$ cat src/rtl/core/prlt_pkg.sv
// Shared types and constants of the pin reservation lock table.
package prlt_pkg;

    localparam int MAX_PINS   = 64;
    localparam int IDX_W      = 6;
    localparam int MASK_W     = 64;
    localparam int USERS_W    = 7;
    localparam int TOTAL_W    = 13;
    localparam int COUNT_W    = 7;
    localparam int CMD_W      = 3;
    localparam int STATUS_W   = 2;
    localparam int GROUP_SIZE = 8;
    localparam int GRP_CNT_W  = 4;
    localparam int GRP_IDX_W  = 3;

    typedef enum logic [CMD_W-1:0] {
        CMD_CLAIM        = 3'd0,
        CMD_RELEASE      = 3'd1,
        CMD_CLAIM_MASK   = 3'd2,
        CMD_RELEASE_MASK = 3'd3,
        CMD_QUERY        = 3'd4
    } cmd_t;

    typedef enum logic [STATUS_W-1:0] {
        ST_OK            = 2'd0,
        ST_CLAIM_REFUSED = 2'd1,
        ST_RELEASE_EMPTY = 2'd2,
        ST_BATCH_REFUSED = 2'd3
    } status_t;

    typedef struct packed {
        logic claim_mode;
        logic release_mode;
        logic batch;
        logic lock;
        logic commit;
    } lane_ctrl_t;

endpackage

$ cat src/rtl/core/prlt_req_if.sv
// Request channel of the pin reservation lock table.
interface prlt_req_if;
    import prlt_pkg::*;

    logic                valid;
    logic                ready;
    logic [CMD_W-1:0]    cmd;
    logic [IDX_W-1:0]    pin_index;
    logic [MASK_W-1:0]   pin_mask;
    logic                lock_req;

    modport source (output valid, output cmd, output pin_index, output pin_mask,
                    output lock_req, input ready);
    modport sink   (input valid, input cmd, input pin_index, input pin_mask,
                    input lock_req, output ready);
endinterface

$ cat src/rtl/core/prlt_rsp_if.sv
// Response channel of the pin reservation lock table.
interface prlt_rsp_if;
    import prlt_pkg::*;

    logic                valid;
    logic                ready;
    logic [STATUS_W-1:0] status;
    logic                pin_active;
    logic [IDX_W-1:0]    failing_pin;
    logic [TOTAL_W-1:0]  total_users;

    modport source (output valid, output status, output pin_active, output failing_pin,
                    output total_users, input ready);
    modport sink   (input valid, input status, input pin_active, input failing_pin,
                    input total_users, output ready);
endinterface

$ cat src/rtl/core/prlt_lane.sv
// One pin lane: user count, lock flag, claim/release test and update.
module prlt_lane #(
    parameter int LANE_ID    = 0,
    parameter int USER_LIMIT = 125
) (
    input  logic                     clk,
    input  logic                     rst_n,
    input  prlt_pkg::lane_ctrl_t     ctrl,
    input  logic [prlt_pkg::IDX_W-1:0] pin_index,
    input  logic                     mask_bit,
    output logic                     chg,
    output logic                     fail,
    output logic                     active
);
    import prlt_pkg::*;

    logic [USERS_W-1:0] users_reg, users_next;
    logic               locked_reg, locked_next;
    logic               idx_hit;
    logic               sel;
    logic               nz;
    logic               claim_ok;

    assign idx_hit  = (pin_index == IDX_W'(LANE_ID));
    assign sel      = ctrl.batch ? mask_bit : idx_hit;
    assign nz       = (users_reg != '0);
    assign claim_ok = !locked_reg && (users_reg < USERS_W'(USER_LIMIT))
                      && !(ctrl.lock && nz);
    assign chg      = sel && ((ctrl.claim_mode && claim_ok) || (ctrl.release_mode && nz));
    assign fail     = sel && ctrl.claim_mode && !claim_ok;
    assign active   = idx_hit && nz;

    always_comb
    begin
        users_next  = users_reg;
        locked_next = locked_reg;
        if (ctrl.commit && chg)
        begin
            if (ctrl.claim_mode)
            begin
                users_next = users_reg + USERS_W'(1);
                if (ctrl.lock)
                begin
                    locked_next = 1'b1;
                end
            end
            else
            begin
                users_next  = users_reg - USERS_W'(1);
                locked_next = 1'b0;
            end
        end
    end

    always_ff @(posedge clk or negedge rst_n)
    begin
        if (!rst_n)
        begin
            users_reg  <= '0;
            locked_reg <= 1'b0;
        end
        else
        begin
            users_reg  <= users_next;
            locked_reg <= locked_next;
        end
    end

endmodule

$ cat src/rtl/core/prlt_merge.sv
// Two-level merge of lane flags: change count and lowest refused pin.
module prlt_merge #(
    parameter int PIN_COUNT = 64
) (
    input  logic                         clk,
    input  logic                         load,
    input  logic [PIN_COUNT-1:0]         chg,
    input  logic [PIN_COUNT-1:0]         fail,
    output logic [prlt_pkg::COUNT_W-1:0] count,
    output logic                         any_fail,
    output logic [prlt_pkg::IDX_W-1:0]   first_fail
);
    import prlt_pkg::*;

    localparam int GROUPS = (PIN_COUNT + GROUP_SIZE - 1) / GROUP_SIZE;
    localparam int PAD_W  = GROUPS * GROUP_SIZE;

    logic [PAD_W-1:0]     chg_pad;
    logic [PAD_W-1:0]     fail_pad;
    logic [GRP_CNT_W-1:0] grp_cnt_next   [GROUPS];
    logic [GRP_CNT_W-1:0] grp_cnt_reg    [GROUPS];
    logic                 grp_fail_next  [GROUPS];
    logic                 grp_fail_reg   [GROUPS];
    logic [GRP_IDX_W-1:0] grp_first_next [GROUPS];
    logic [GRP_IDX_W-1:0] grp_first_reg  [GROUPS];

    assign chg_pad  = PAD_W'(chg);
    assign fail_pad = PAD_W'(fail);

    // first level: per group of eight lanes
    always_comb
    begin
        for (int g = 0; g < GROUPS; g++)
        begin
            grp_cnt_next[g]   = '0;
            grp_fail_next[g]  = 1'b0;
            grp_first_next[g] = '0;
            for (int b = GROUP_SIZE - 1; b >= 0; b--)
            begin
                grp_cnt_next[g] = grp_cnt_next[g] + GRP_CNT_W'(chg_pad[g*GROUP_SIZE + b]);
                if (fail_pad[g*GROUP_SIZE + b])
                begin
                    grp_fail_next[g]  = 1'b1;
                    grp_first_next[g] = GRP_IDX_W'(b);
                end
            end
        end
    end

    always_ff @(posedge clk)
    begin
        if (load)
        begin
            for (int g = 0; g < GROUPS; g++)
            begin
                grp_cnt_reg[g]   <= grp_cnt_next[g];
                grp_fail_reg[g]  <= grp_fail_next[g];
                grp_first_reg[g] <= grp_first_next[g];
            end
        end
    end

    // second level: over the registered group results
    always_comb
    begin
        count      = '0;
        any_fail   = 1'b0;
        first_fail = '0;
        for (int g = GROUPS - 1; g >= 0; g--)
        begin
            count = count + COUNT_W'(grp_cnt_reg[g]);
            if (grp_fail_reg[g])
            begin
                any_fail   = 1'b1;
                first_fail = {GRP_IDX_W'(g), grp_first_reg[g]};
            end
        end
    end

endmodule

$ cat src/rtl/core/pin_reservation_lock_table.sv
// Top level of the pin reservation lock table: sequencer, lanes, merge and result register.
//
// The block keeps one lane per pin (PIN_COUNT lanes), each holding a 7-bit user count
// and an exclusive-lock flag in flip-flops, plus a 13-bit total of all users. One
// request is handled at a time: the edge that accepts the request latches it; in
// S_EVAL all lanes test their pin in parallel and the merge stage registers
// per-group (eight lanes) change counts and refused flags; in S_MERGE the group
// results are summed, the lowest refused pin is picked and the lanes commit (a
// refused batch claim commits nothing); in S_RESULT the result, with pin_active
// read from the updated table, moves to the response register. A new request is
// taken only once the last one has left S_RESULT, also while an earlier response
// still waits in the response register; the sequencer only holds in its last step
// when that register is still full. Reset clears the whole table at once.
module pin_reservation_lock_table #(
    parameter int PIN_COUNT  = 64,
    parameter int USER_LIMIT = 125
) (
    input  logic       clk,
    input  logic       rst_n,
    prlt_req_if.sink   req,
    prlt_rsp_if.source rsp
);
    import prlt_pkg::*;

    typedef enum logic [1:0] {
        S_IDLE,
        S_EVAL,
        S_MERGE,
        S_RESULT
    } state_t;

    state_t              state_reg;
    logic [CMD_W-1:0]    cmd_reg;
    logic [IDX_W-1:0]    idx_reg;
    logic [MASK_W-1:0]   mask_reg;
    logic                lock_reg;
    logic [TOTAL_W-1:0]  total_reg, total_next;
    logic [STATUS_W-1:0] status_reg, status_next;
    logic [IDX_W-1:0]    failing_reg, failing_next;

    logic                rsp_valid_reg;
    logic [STATUS_W-1:0] rsp_status_reg;
    logic                rsp_active_reg;
    logic [IDX_W-1:0]    rsp_failing_reg;
    logic [TOTAL_W-1:0]  rsp_total_reg;

    lane_ctrl_t             ctrl;
    logic [PIN_COUNT-1:0]   chg_vec;
    logic [PIN_COUNT-1:0]   fail_vec;
    logic [PIN_COUNT-1:0]   active_vec;
    logic [COUNT_W-1:0]     count;
    logic                   any_fail;
    logic [IDX_W-1:0]       first_fail;
    logic                   req_accept;
    logic                   rsp_free;

    assign req.ready  = (state_reg == S_IDLE);
    assign req_accept = req.valid && req.ready;
    assign rsp_free   = !rsp_valid_reg || rsp.ready;

    // Decode the held request for the lanes; commit only in the merge step.
    always_comb
    begin
        ctrl.claim_mode   = (cmd_reg == CMD_CLAIM) || (cmd_reg == CMD_CLAIM_MASK);
        ctrl.release_mode = (cmd_reg == CMD_RELEASE) || (cmd_reg == CMD_RELEASE_MASK);
        ctrl.batch        = (cmd_reg == CMD_CLAIM_MASK) || (cmd_reg == CMD_RELEASE_MASK);
        ctrl.lock         = lock_reg;
        ctrl.commit       = (state_reg == S_MERGE)
                            && !((cmd_reg == CMD_CLAIM_MASK) && any_fail);
    end

    for (genvar i = 0; i < PIN_COUNT; i++)
    begin : g_lane
        prlt_lane #(
            .LANE_ID    (i),
            .USER_LIMIT (USER_LIMIT)
        ) u_lane (
            .clk       (clk),
            .rst_n     (rst_n),
            .ctrl      (ctrl),
            .pin_index (idx_reg),
            .mask_bit  (mask_reg[i]),
            .chg       (chg_vec[i]),
            .fail      (fail_vec[i]),
            .active    (active_vec[i])
        );
    end

    prlt_merge #(
        .PIN_COUNT (PIN_COUNT)
    ) u_merge (
        .clk        (clk),
        .load       (state_reg == S_EVAL),
        .chg        (chg_vec),
        .fail       (fail_vec),
        .count      (count),
        .any_fail   (any_fail),
        .first_fail (first_fail)
    );

    // Status, failing pin and new total from the merged lane flags.
    always_comb
    begin
        status_next  = ST_OK;
        failing_next = '0;
        case (cmd_reg)
            CMD_CLAIM:
            begin
                if (count == '0)
                begin
                    status_next = ST_CLAIM_REFUSED;
                end
            end
            CMD_RELEASE:
            begin
                if (count == '0)
                begin
                    status_next = ST_RELEASE_EMPTY;
                end
            end
            CMD_CLAIM_MASK:
            begin
                if (any_fail)
                begin
                    status_next  = ST_BATCH_REFUSED;
                    failing_next = first_fail;
                end
            end
            default:
            begin
                status_next = ST_OK;
            end
        endcase

        total_next = total_reg;
        if (ctrl.commit)
        begin
            if (ctrl.claim_mode)
            begin
                total_next = total_reg + TOTAL_W'(count);
            end
            else if (ctrl.release_mode)
            begin
                total_next = total_reg - TOTAL_W'(count);
            end
        end
    end

    always_ff @(posedge clk or negedge rst_n)
    begin
        if (!rst_n)
        begin
            state_reg       <= S_IDLE;
            cmd_reg         <= '0;
            idx_reg         <= '0;
            mask_reg        <= '0;
            lock_reg        <= 1'b0;
            total_reg       <= '0;
            status_reg      <= '0;
            failing_reg     <= '0;
            rsp_valid_reg   <= 1'b0;
            rsp_status_reg  <= '0;
            rsp_active_reg  <= 1'b0;
            rsp_failing_reg <= '0;
            rsp_total_reg   <= '0;
        end
        else
        begin
            // drop the response once taken; the result step reloads it on its own
            if (rsp_valid_reg && rsp.ready && (state_reg != S_RESULT))
            begin
                rsp_valid_reg <= 1'b0;
            end

            case (state_reg)
                S_IDLE:
                begin
                    if (req_accept)
                    begin
                        cmd_reg   <= req.cmd;
                        idx_reg   <= req.pin_index;
                        mask_reg  <= req.pin_mask;
                        lock_reg  <= req.lock_req;
                        state_reg <= S_EVAL;
                    end
                end
                S_EVAL:
                begin
                    state_reg <= S_MERGE;
                end
                S_MERGE:
                begin
                    total_reg   <= total_next;
                    status_reg  <= status_next;
                    failing_reg <= failing_next;
                    state_reg   <= S_RESULT;
                end
                S_RESULT:
                begin
                    // hold until the response register is free
                    if (rsp_free)
                    begin
                        rsp_valid_reg   <= 1'b1;
                        rsp_status_reg  <= status_reg;
                        rsp_active_reg  <= |active_vec;
                        rsp_failing_reg <= failing_reg;
                        rsp_total_reg   <= total_reg;
                        state_reg       <= S_IDLE;
                    end
                end
                default:
                begin
                    state_reg <= S_IDLE;
                end
            endcase
        end
    end

    assign rsp.valid       = rsp_valid_reg;
    assign rsp.status      = rsp_status_reg;
    assign rsp.pin_active  = rsp_active_reg;
    assign rsp.failing_pin = rsp_failing_reg;
    assign rsp.total_users = rsp_total_reg;

endmodule

$ cat src/flat_wrapper.sv
// flat-port wrapper written by rule: the top's interface ports become plain ports
module pin_reservation_lock_table_flat import prlt_pkg::*;
#(
    parameter int PIN_COUNT  = 64,
    parameter int USER_LIMIT = 125
)
  (clk, rst_n, req_valid, req_cmd, req_pin_index, req_pin_mask, req_lock_req, req_ready, rsp_valid, rsp_status, rsp_pin_active, rsp_failing_pin, rsp_total_users, rsp_ready);
  prlt_req_if req_i ();
  prlt_rsp_if rsp_i ();
  input  logic clk;
  input  logic rst_n;
  input wire logic [$bits(req_i.valid)-1:0] req_valid;
  input wire logic [$bits(req_i.cmd)-1:0] req_cmd;
  input wire logic [$bits(req_i.pin_index)-1:0] req_pin_index;
  input wire logic [$bits(req_i.pin_mask)-1:0] req_pin_mask;
  input wire logic [$bits(req_i.lock_req)-1:0] req_lock_req;
  output wire logic [$bits(req_i.ready)-1:0] req_ready;
  output wire logic [$bits(rsp_i.valid)-1:0] rsp_valid;
  output wire logic [$bits(rsp_i.status)-1:0] rsp_status;
  output wire logic [$bits(rsp_i.pin_active)-1:0] rsp_pin_active;
  output wire logic [$bits(rsp_i.failing_pin)-1:0] rsp_failing_pin;
  output wire logic [$bits(rsp_i.total_users)-1:0] rsp_total_users;
  input wire logic [$bits(rsp_i.ready)-1:0] rsp_ready;
  assign req_i.valid = req_valid;
  assign req_i.cmd = req_cmd;
  assign req_i.pin_index = req_pin_index;
  assign req_i.pin_mask = req_pin_mask;
  assign req_i.lock_req = req_lock_req;
  assign req_ready = req_i.ready;
  assign rsp_valid = rsp_i.valid;
  assign rsp_status = rsp_i.status;
  assign rsp_pin_active = rsp_i.pin_active;
  assign rsp_failing_pin = rsp_i.failing_pin;
  assign rsp_total_users = rsp_i.total_users;
  assign rsp_i.ready = rsp_ready;
  pin_reservation_lock_table #(.PIN_COUNT(PIN_COUNT), .USER_LIMIT(USER_LIMIT)) u_core (.clk(clk), .rst_n(rst_n), .req(req_i), .rsp(rsp_i));
endmodule
$ cat config.mk
export PLATFORM = sky130hd
export DESIGN_NAME = pin_reservation_lock_table_flat
export DESIGN_NICKNAME = d
export VERILOG_FILES = /design/src/rtl/core/prlt_pkg.sv /design/src/rtl/core/prlt_req_if.sv /design/src/rtl/core/prlt_rsp_if.sv /design/src/rtl/core/prlt_lane.sv /design/src/rtl/core/prlt_merge.sv /design/src/rtl/core/pin_reservation_lock_table.sv /design/src/flat_wrapper.sv
export SDC_FILE = /design/constraint.sdc
export NUM_CORES = 2
export LEC_CHECK = 0
export ABC_CLOCK_PERIOD_IN_PS = 13000
export BUFFER_PORTS_ARGS = -buffer_cell sky130_fd_sc_hd__buf_2
export CAP_MARGIN = 20
export CORE_MARGIN = 8
export CORE_UTILIZATION = 58
export CTS_CLUSTER_DIAMETER = 200
export DETAILED_ROUTE_END_ITERATION = 8
export GPL_TIMING_DRIVEN = 0
export HOLD_SLACK_MARGIN = 0.05
export PLACE_DENSITY = 0.78
export SLEW_MARGIN = 20
export SYNTH_ARGS = -nofsm -noshare
export SYNTH_HDL_FRONTEND = slang
export SYNTH_SLANG_ARGS = --single-unit
$ cat constraint.sdc
create_clock -name clk -period 13 [get_ports clk]
set_input_delay 0.65 -clock clk [delete_from_list [all_inputs] [get_ports clk]]
set_output_delay 0.65 -clock clk [all_outputs]
set_load 0.005 [all_outputs]
==> out/metrics.json <==
{
  "worst_setup_path": {
    "critical_path.endpoint_type": "flip-flop",
    "cp-start-kind": "flip-flop",
    "crit_start": "u_core.cmd_reg[2]",
    "worst-setup-path-type": "reg2reg",
    "timing.critical_path.required_ps": 13390,
    "reg2reg_setup_slack_ps": 6250,
    "worstPathArrival_ps": 7140,
    "crit_path_max_fanout": 10,
    "critical_path.reg2reg.startpoint": "u_core.cmd_reg[2]"
  },
  "drt": {
    "met1_wirelength_um": 58600,
    "wirelength_um": 146000,
    "number_of_search_and_repair_iterations_in_the_first_detailed_routing_pass": 7,
    "routed_via_density": 6.26,
    "drc": 0,
    "met3_length_um": 15100,
    "topRoutingLayerUsed": "met5",
    "wl_per_cell_um": 22.9,
    "vias": 39900,
    "routed-wl-met2_um": 62700,
    "first_iter_violations": 4263,
    "post_route_antenna_net_violation_count": 0
  },
  "logic_synthesis": {
    "postSynthNetCount": 5594,
    "post-synth-top-area-fraction_pct": 33.1,
    "yosysMostFrequentCell": "sky130_fd_sc_hd__dfrtp_1",
    "synth.ff_latch_count": 696,
    "synth_common_cells": "sky130_fd_sc_hd__dfrtp_1 (632), sky130_fd_sc_hd__nand2_1 (602), sky130_fd_sc_hd__o21ai_0 (446)",
    "number_of_enable_flip_flop_cells_after_synthesis": 64,
    "synthesis.area_mm2": 0.0477,
    "ys_seq_area_share_pct": 37.2,
    "synth-main-ff-cell": "sky130_fd_sc_hd__dfrtp_1",
    "synthTopCellsByArea": "sky130_fd_sc_hd__dfrtp_1 (33%), sky130_fd_sc_hd__ha_1 (9.7%), sky130_fd_sc_hd__fa_1 (5.0%), sky130_fd_sc_hd__nand2_1 (4.7%), sky130_fd_sc_hd__o21ai_0 (4.7%)",
    "asr_flop_ratio_synth_pct": 90.8,
    "post_synthesis_instance_total": 5028,
    "synth_top_area_cell": "sky130_fd_sc_hd__dfrtp_1",
    "synth_area_per_cell_um2": 9.49,
    "yosysUniqueCellTypes": 81,
    "yosys_warnings": 0
  },
  "place": {
    "io_buffer_count": 101,
    "post-dp-hpwl_um": 107000,
    "place.gp.congestion": 1.02
  },
  "sta": {
    "achievable-frequency_mhz": 148,
    "final-max-slew-violation-count": 0,
    "hold_ws_ps": 227,
    "worstMarginPinSlew_ps": 1290,
    "timing.final.crit_share_pct": 52.0,
    "setup_violations": 0,
    "max_slew_margin_pct": 13.8,
    "fin_skew_ps": 27.7,
    "unrepaired_setup_endpoints_after_global_routing": "false",
    "fin_crit_ps": 6750,
    "hold_viol_final": 0
  },
  "die": {
    "floorplan.initialDensity_pct": 58.4,
    "fp.dieH_um": 303,
    "top_level_ports": 102,
    "die_width_um": 303,
    "core-area_mm2": 0.0817,
    "count_of_standard_cell_rows": 105,
    "floorplan.die_area_mm2": 0.0917
  },
  "job": {
    "max_capacitance_violation_count": 0
  },
  "global_routing": {
    "antenna_found_initial": 5,
    "pin_count_of_the_biggest_net_entering_global_routing": 96,
    "grt_first_pass_wirelength_um": 224000,
    "global_route.overflow_total": 0,
    "total_track_usage_pct": 31.6,
    "number_of_global_route_vias_before_repair": 39100
  },
  "cts": {
    "clkSinkCount": 696,
    "cts_made_buffers": 81,
    "cts_tree": "done",
    "clkLatencyLatePin_ps": 660,
    "clk_transition_reported_paths_ps": 60,
    "cts_resized": 0,
    "clock-root-buffer": "sky130_fd_sc_hd__clkbuf_16",
    "htree_num_levels": 3,
    "clock_tree.buffer_depth": 3
  },
  "layout": {
    "post_route_cells_drive_above_1_share_pct": 10.6,
    "areaGrowthSynthToFinish_pct": 10.9,
    "largest_register_ff_count": 448,
    "finalNetCount": 5802
  },
  "min_path": {
    "holdCritStartpoint": "req_pin_mask[25]",
    "hp-class": "in2reg"
  },
  "run_status": {
    "run_status": "finished clean"
  }
}
stage by stage:
step / setup TNS, ps / instances / setup WS, ps / cell area [µm²] / utilization, %
6_report: 0 / 6373 / 6250 / 52900 / 64.7
3_3_place_gp: -3080940 / 6199 / -7240 / 49600 / 60.6
5_1_grt: 0 / 6371 / 6240 / 52900 / 64.7
4_1_cts: 0 / 6371 / 6710 / 52900 / 64.7
2_1_floorplan: 0 / 5028 / 800 / 47700 / -
3_5_place_dp: 0 / 6222 / 6750 / 50100 / 61.3
cells in the final DEF, fill, tap and decap left out, drive strengths merged, types with 12 or more instances in the layout:
cell type,count
nor3,131
a22o,18
clkbuf,200
edfxtp,64
nand4,77
and2,41
a21boi,67
mux2i,12
a31oi,30
nor2b,84
xor2,251
and3b,21
nand2,603
clkinv,21
fa,120
a22oi,41
nor4,70
or4,19
nand3,23
o21ai,461
nand3b,15
nor2,234
a221oi,14
mux2,137
or3,77
buf,246
inv,327
o21bai,19
o22a,62
dfrtp,632
ha,368
a21o,132
a211o,29
nand2b,52
a21oi,209
o31ai,70
a211oi,40
xnor2,97
o21a,71
a2111oi,28
layer usage:
metal	up-vias	global-route usage (%)
met5	-	0.324
met4	2	16.2
met3	482	8.22
met2	1788	48.3
met1	19300	41.4
li1	18300	-
what timing repair did:
| item | 4_1_cts | 5_1_grt |
|---|---|---|
| hold endpoints to repair | 53 | 0 |
| setup buffers | 0 | 0 |
| hold buffers | 1 | 0 |
final timing paths:
check                                                             end  cells past startpoint
worst min register to register                   u_core.total_reg[12]                      1
worst max-delay path                u_core.u_merge.grp_cnt_reg[1][10]                     14
max in group asynchronous       u_core.g_lane[24].u_lane.users_reg[2]                      6
min in group asynchronous       u_core.g_lane[63].u_lane.users_reg[1]                      2
worst min-delay path                              u_core.mask_reg[25]                      2
worst max register to register      u_core.u_merge.grp_cnt_reg[1][10]                     14
critical path: stages (launching register included):
cell	delay [ps]
sky130_fd_sc_hd__dfrtp_1	590
sky130_fd_sc_hd__clkbuf_1	740
sky130_fd_sc_hd__buf_2	460
sky130_fd_sc_hd__buf_1	900
sky130_fd_sc_hd__clkbuf_1	920
sky130_fd_sc_hd__nor3_1	240
sky130_fd_sc_hd__fa_1	590
sky130_fd_sc_hd__inv_1	60
sky130_fd_sc_hd__fa_1	580
sky130_fd_sc_hd__inv_1	80
sky130_fd_sc_hd__fa_1	530
sky130_fd_sc_hd__ha_1	180
sky130_fd_sc_hd__inv_1	60
sky130_fd_sc_hd__fa_1	380
sky130_fd_sc_hd__xnor2_1	160
kinds of logic after synthesis:
family / synth area share [%]
buf+inv: 4.76
fa+ha+maj: 14.7
flops: 37.2
mux: 3.53
xor+xnor: 6.39
simple gates: 15.4
compound gates: 18.1
area by class of cell:
cell class | count | area (µm²)
clock buffers | 114 | 2420
clock inverters | 34 | 348
inverters | 322 | 1210
multi-input cells | 3802 | 27700
fillers | 6524 | 28800
well taps | 1070 | 1340
repair buffers | 125 | 1040
flip-flops and latches | 696 | 17700
plain buffers | 208 | 1070
diodes | 2 | 5.00
Power is not shown: default switching activity piles up to over one toggle a cycle in this logic, so the estimate is an artifact.
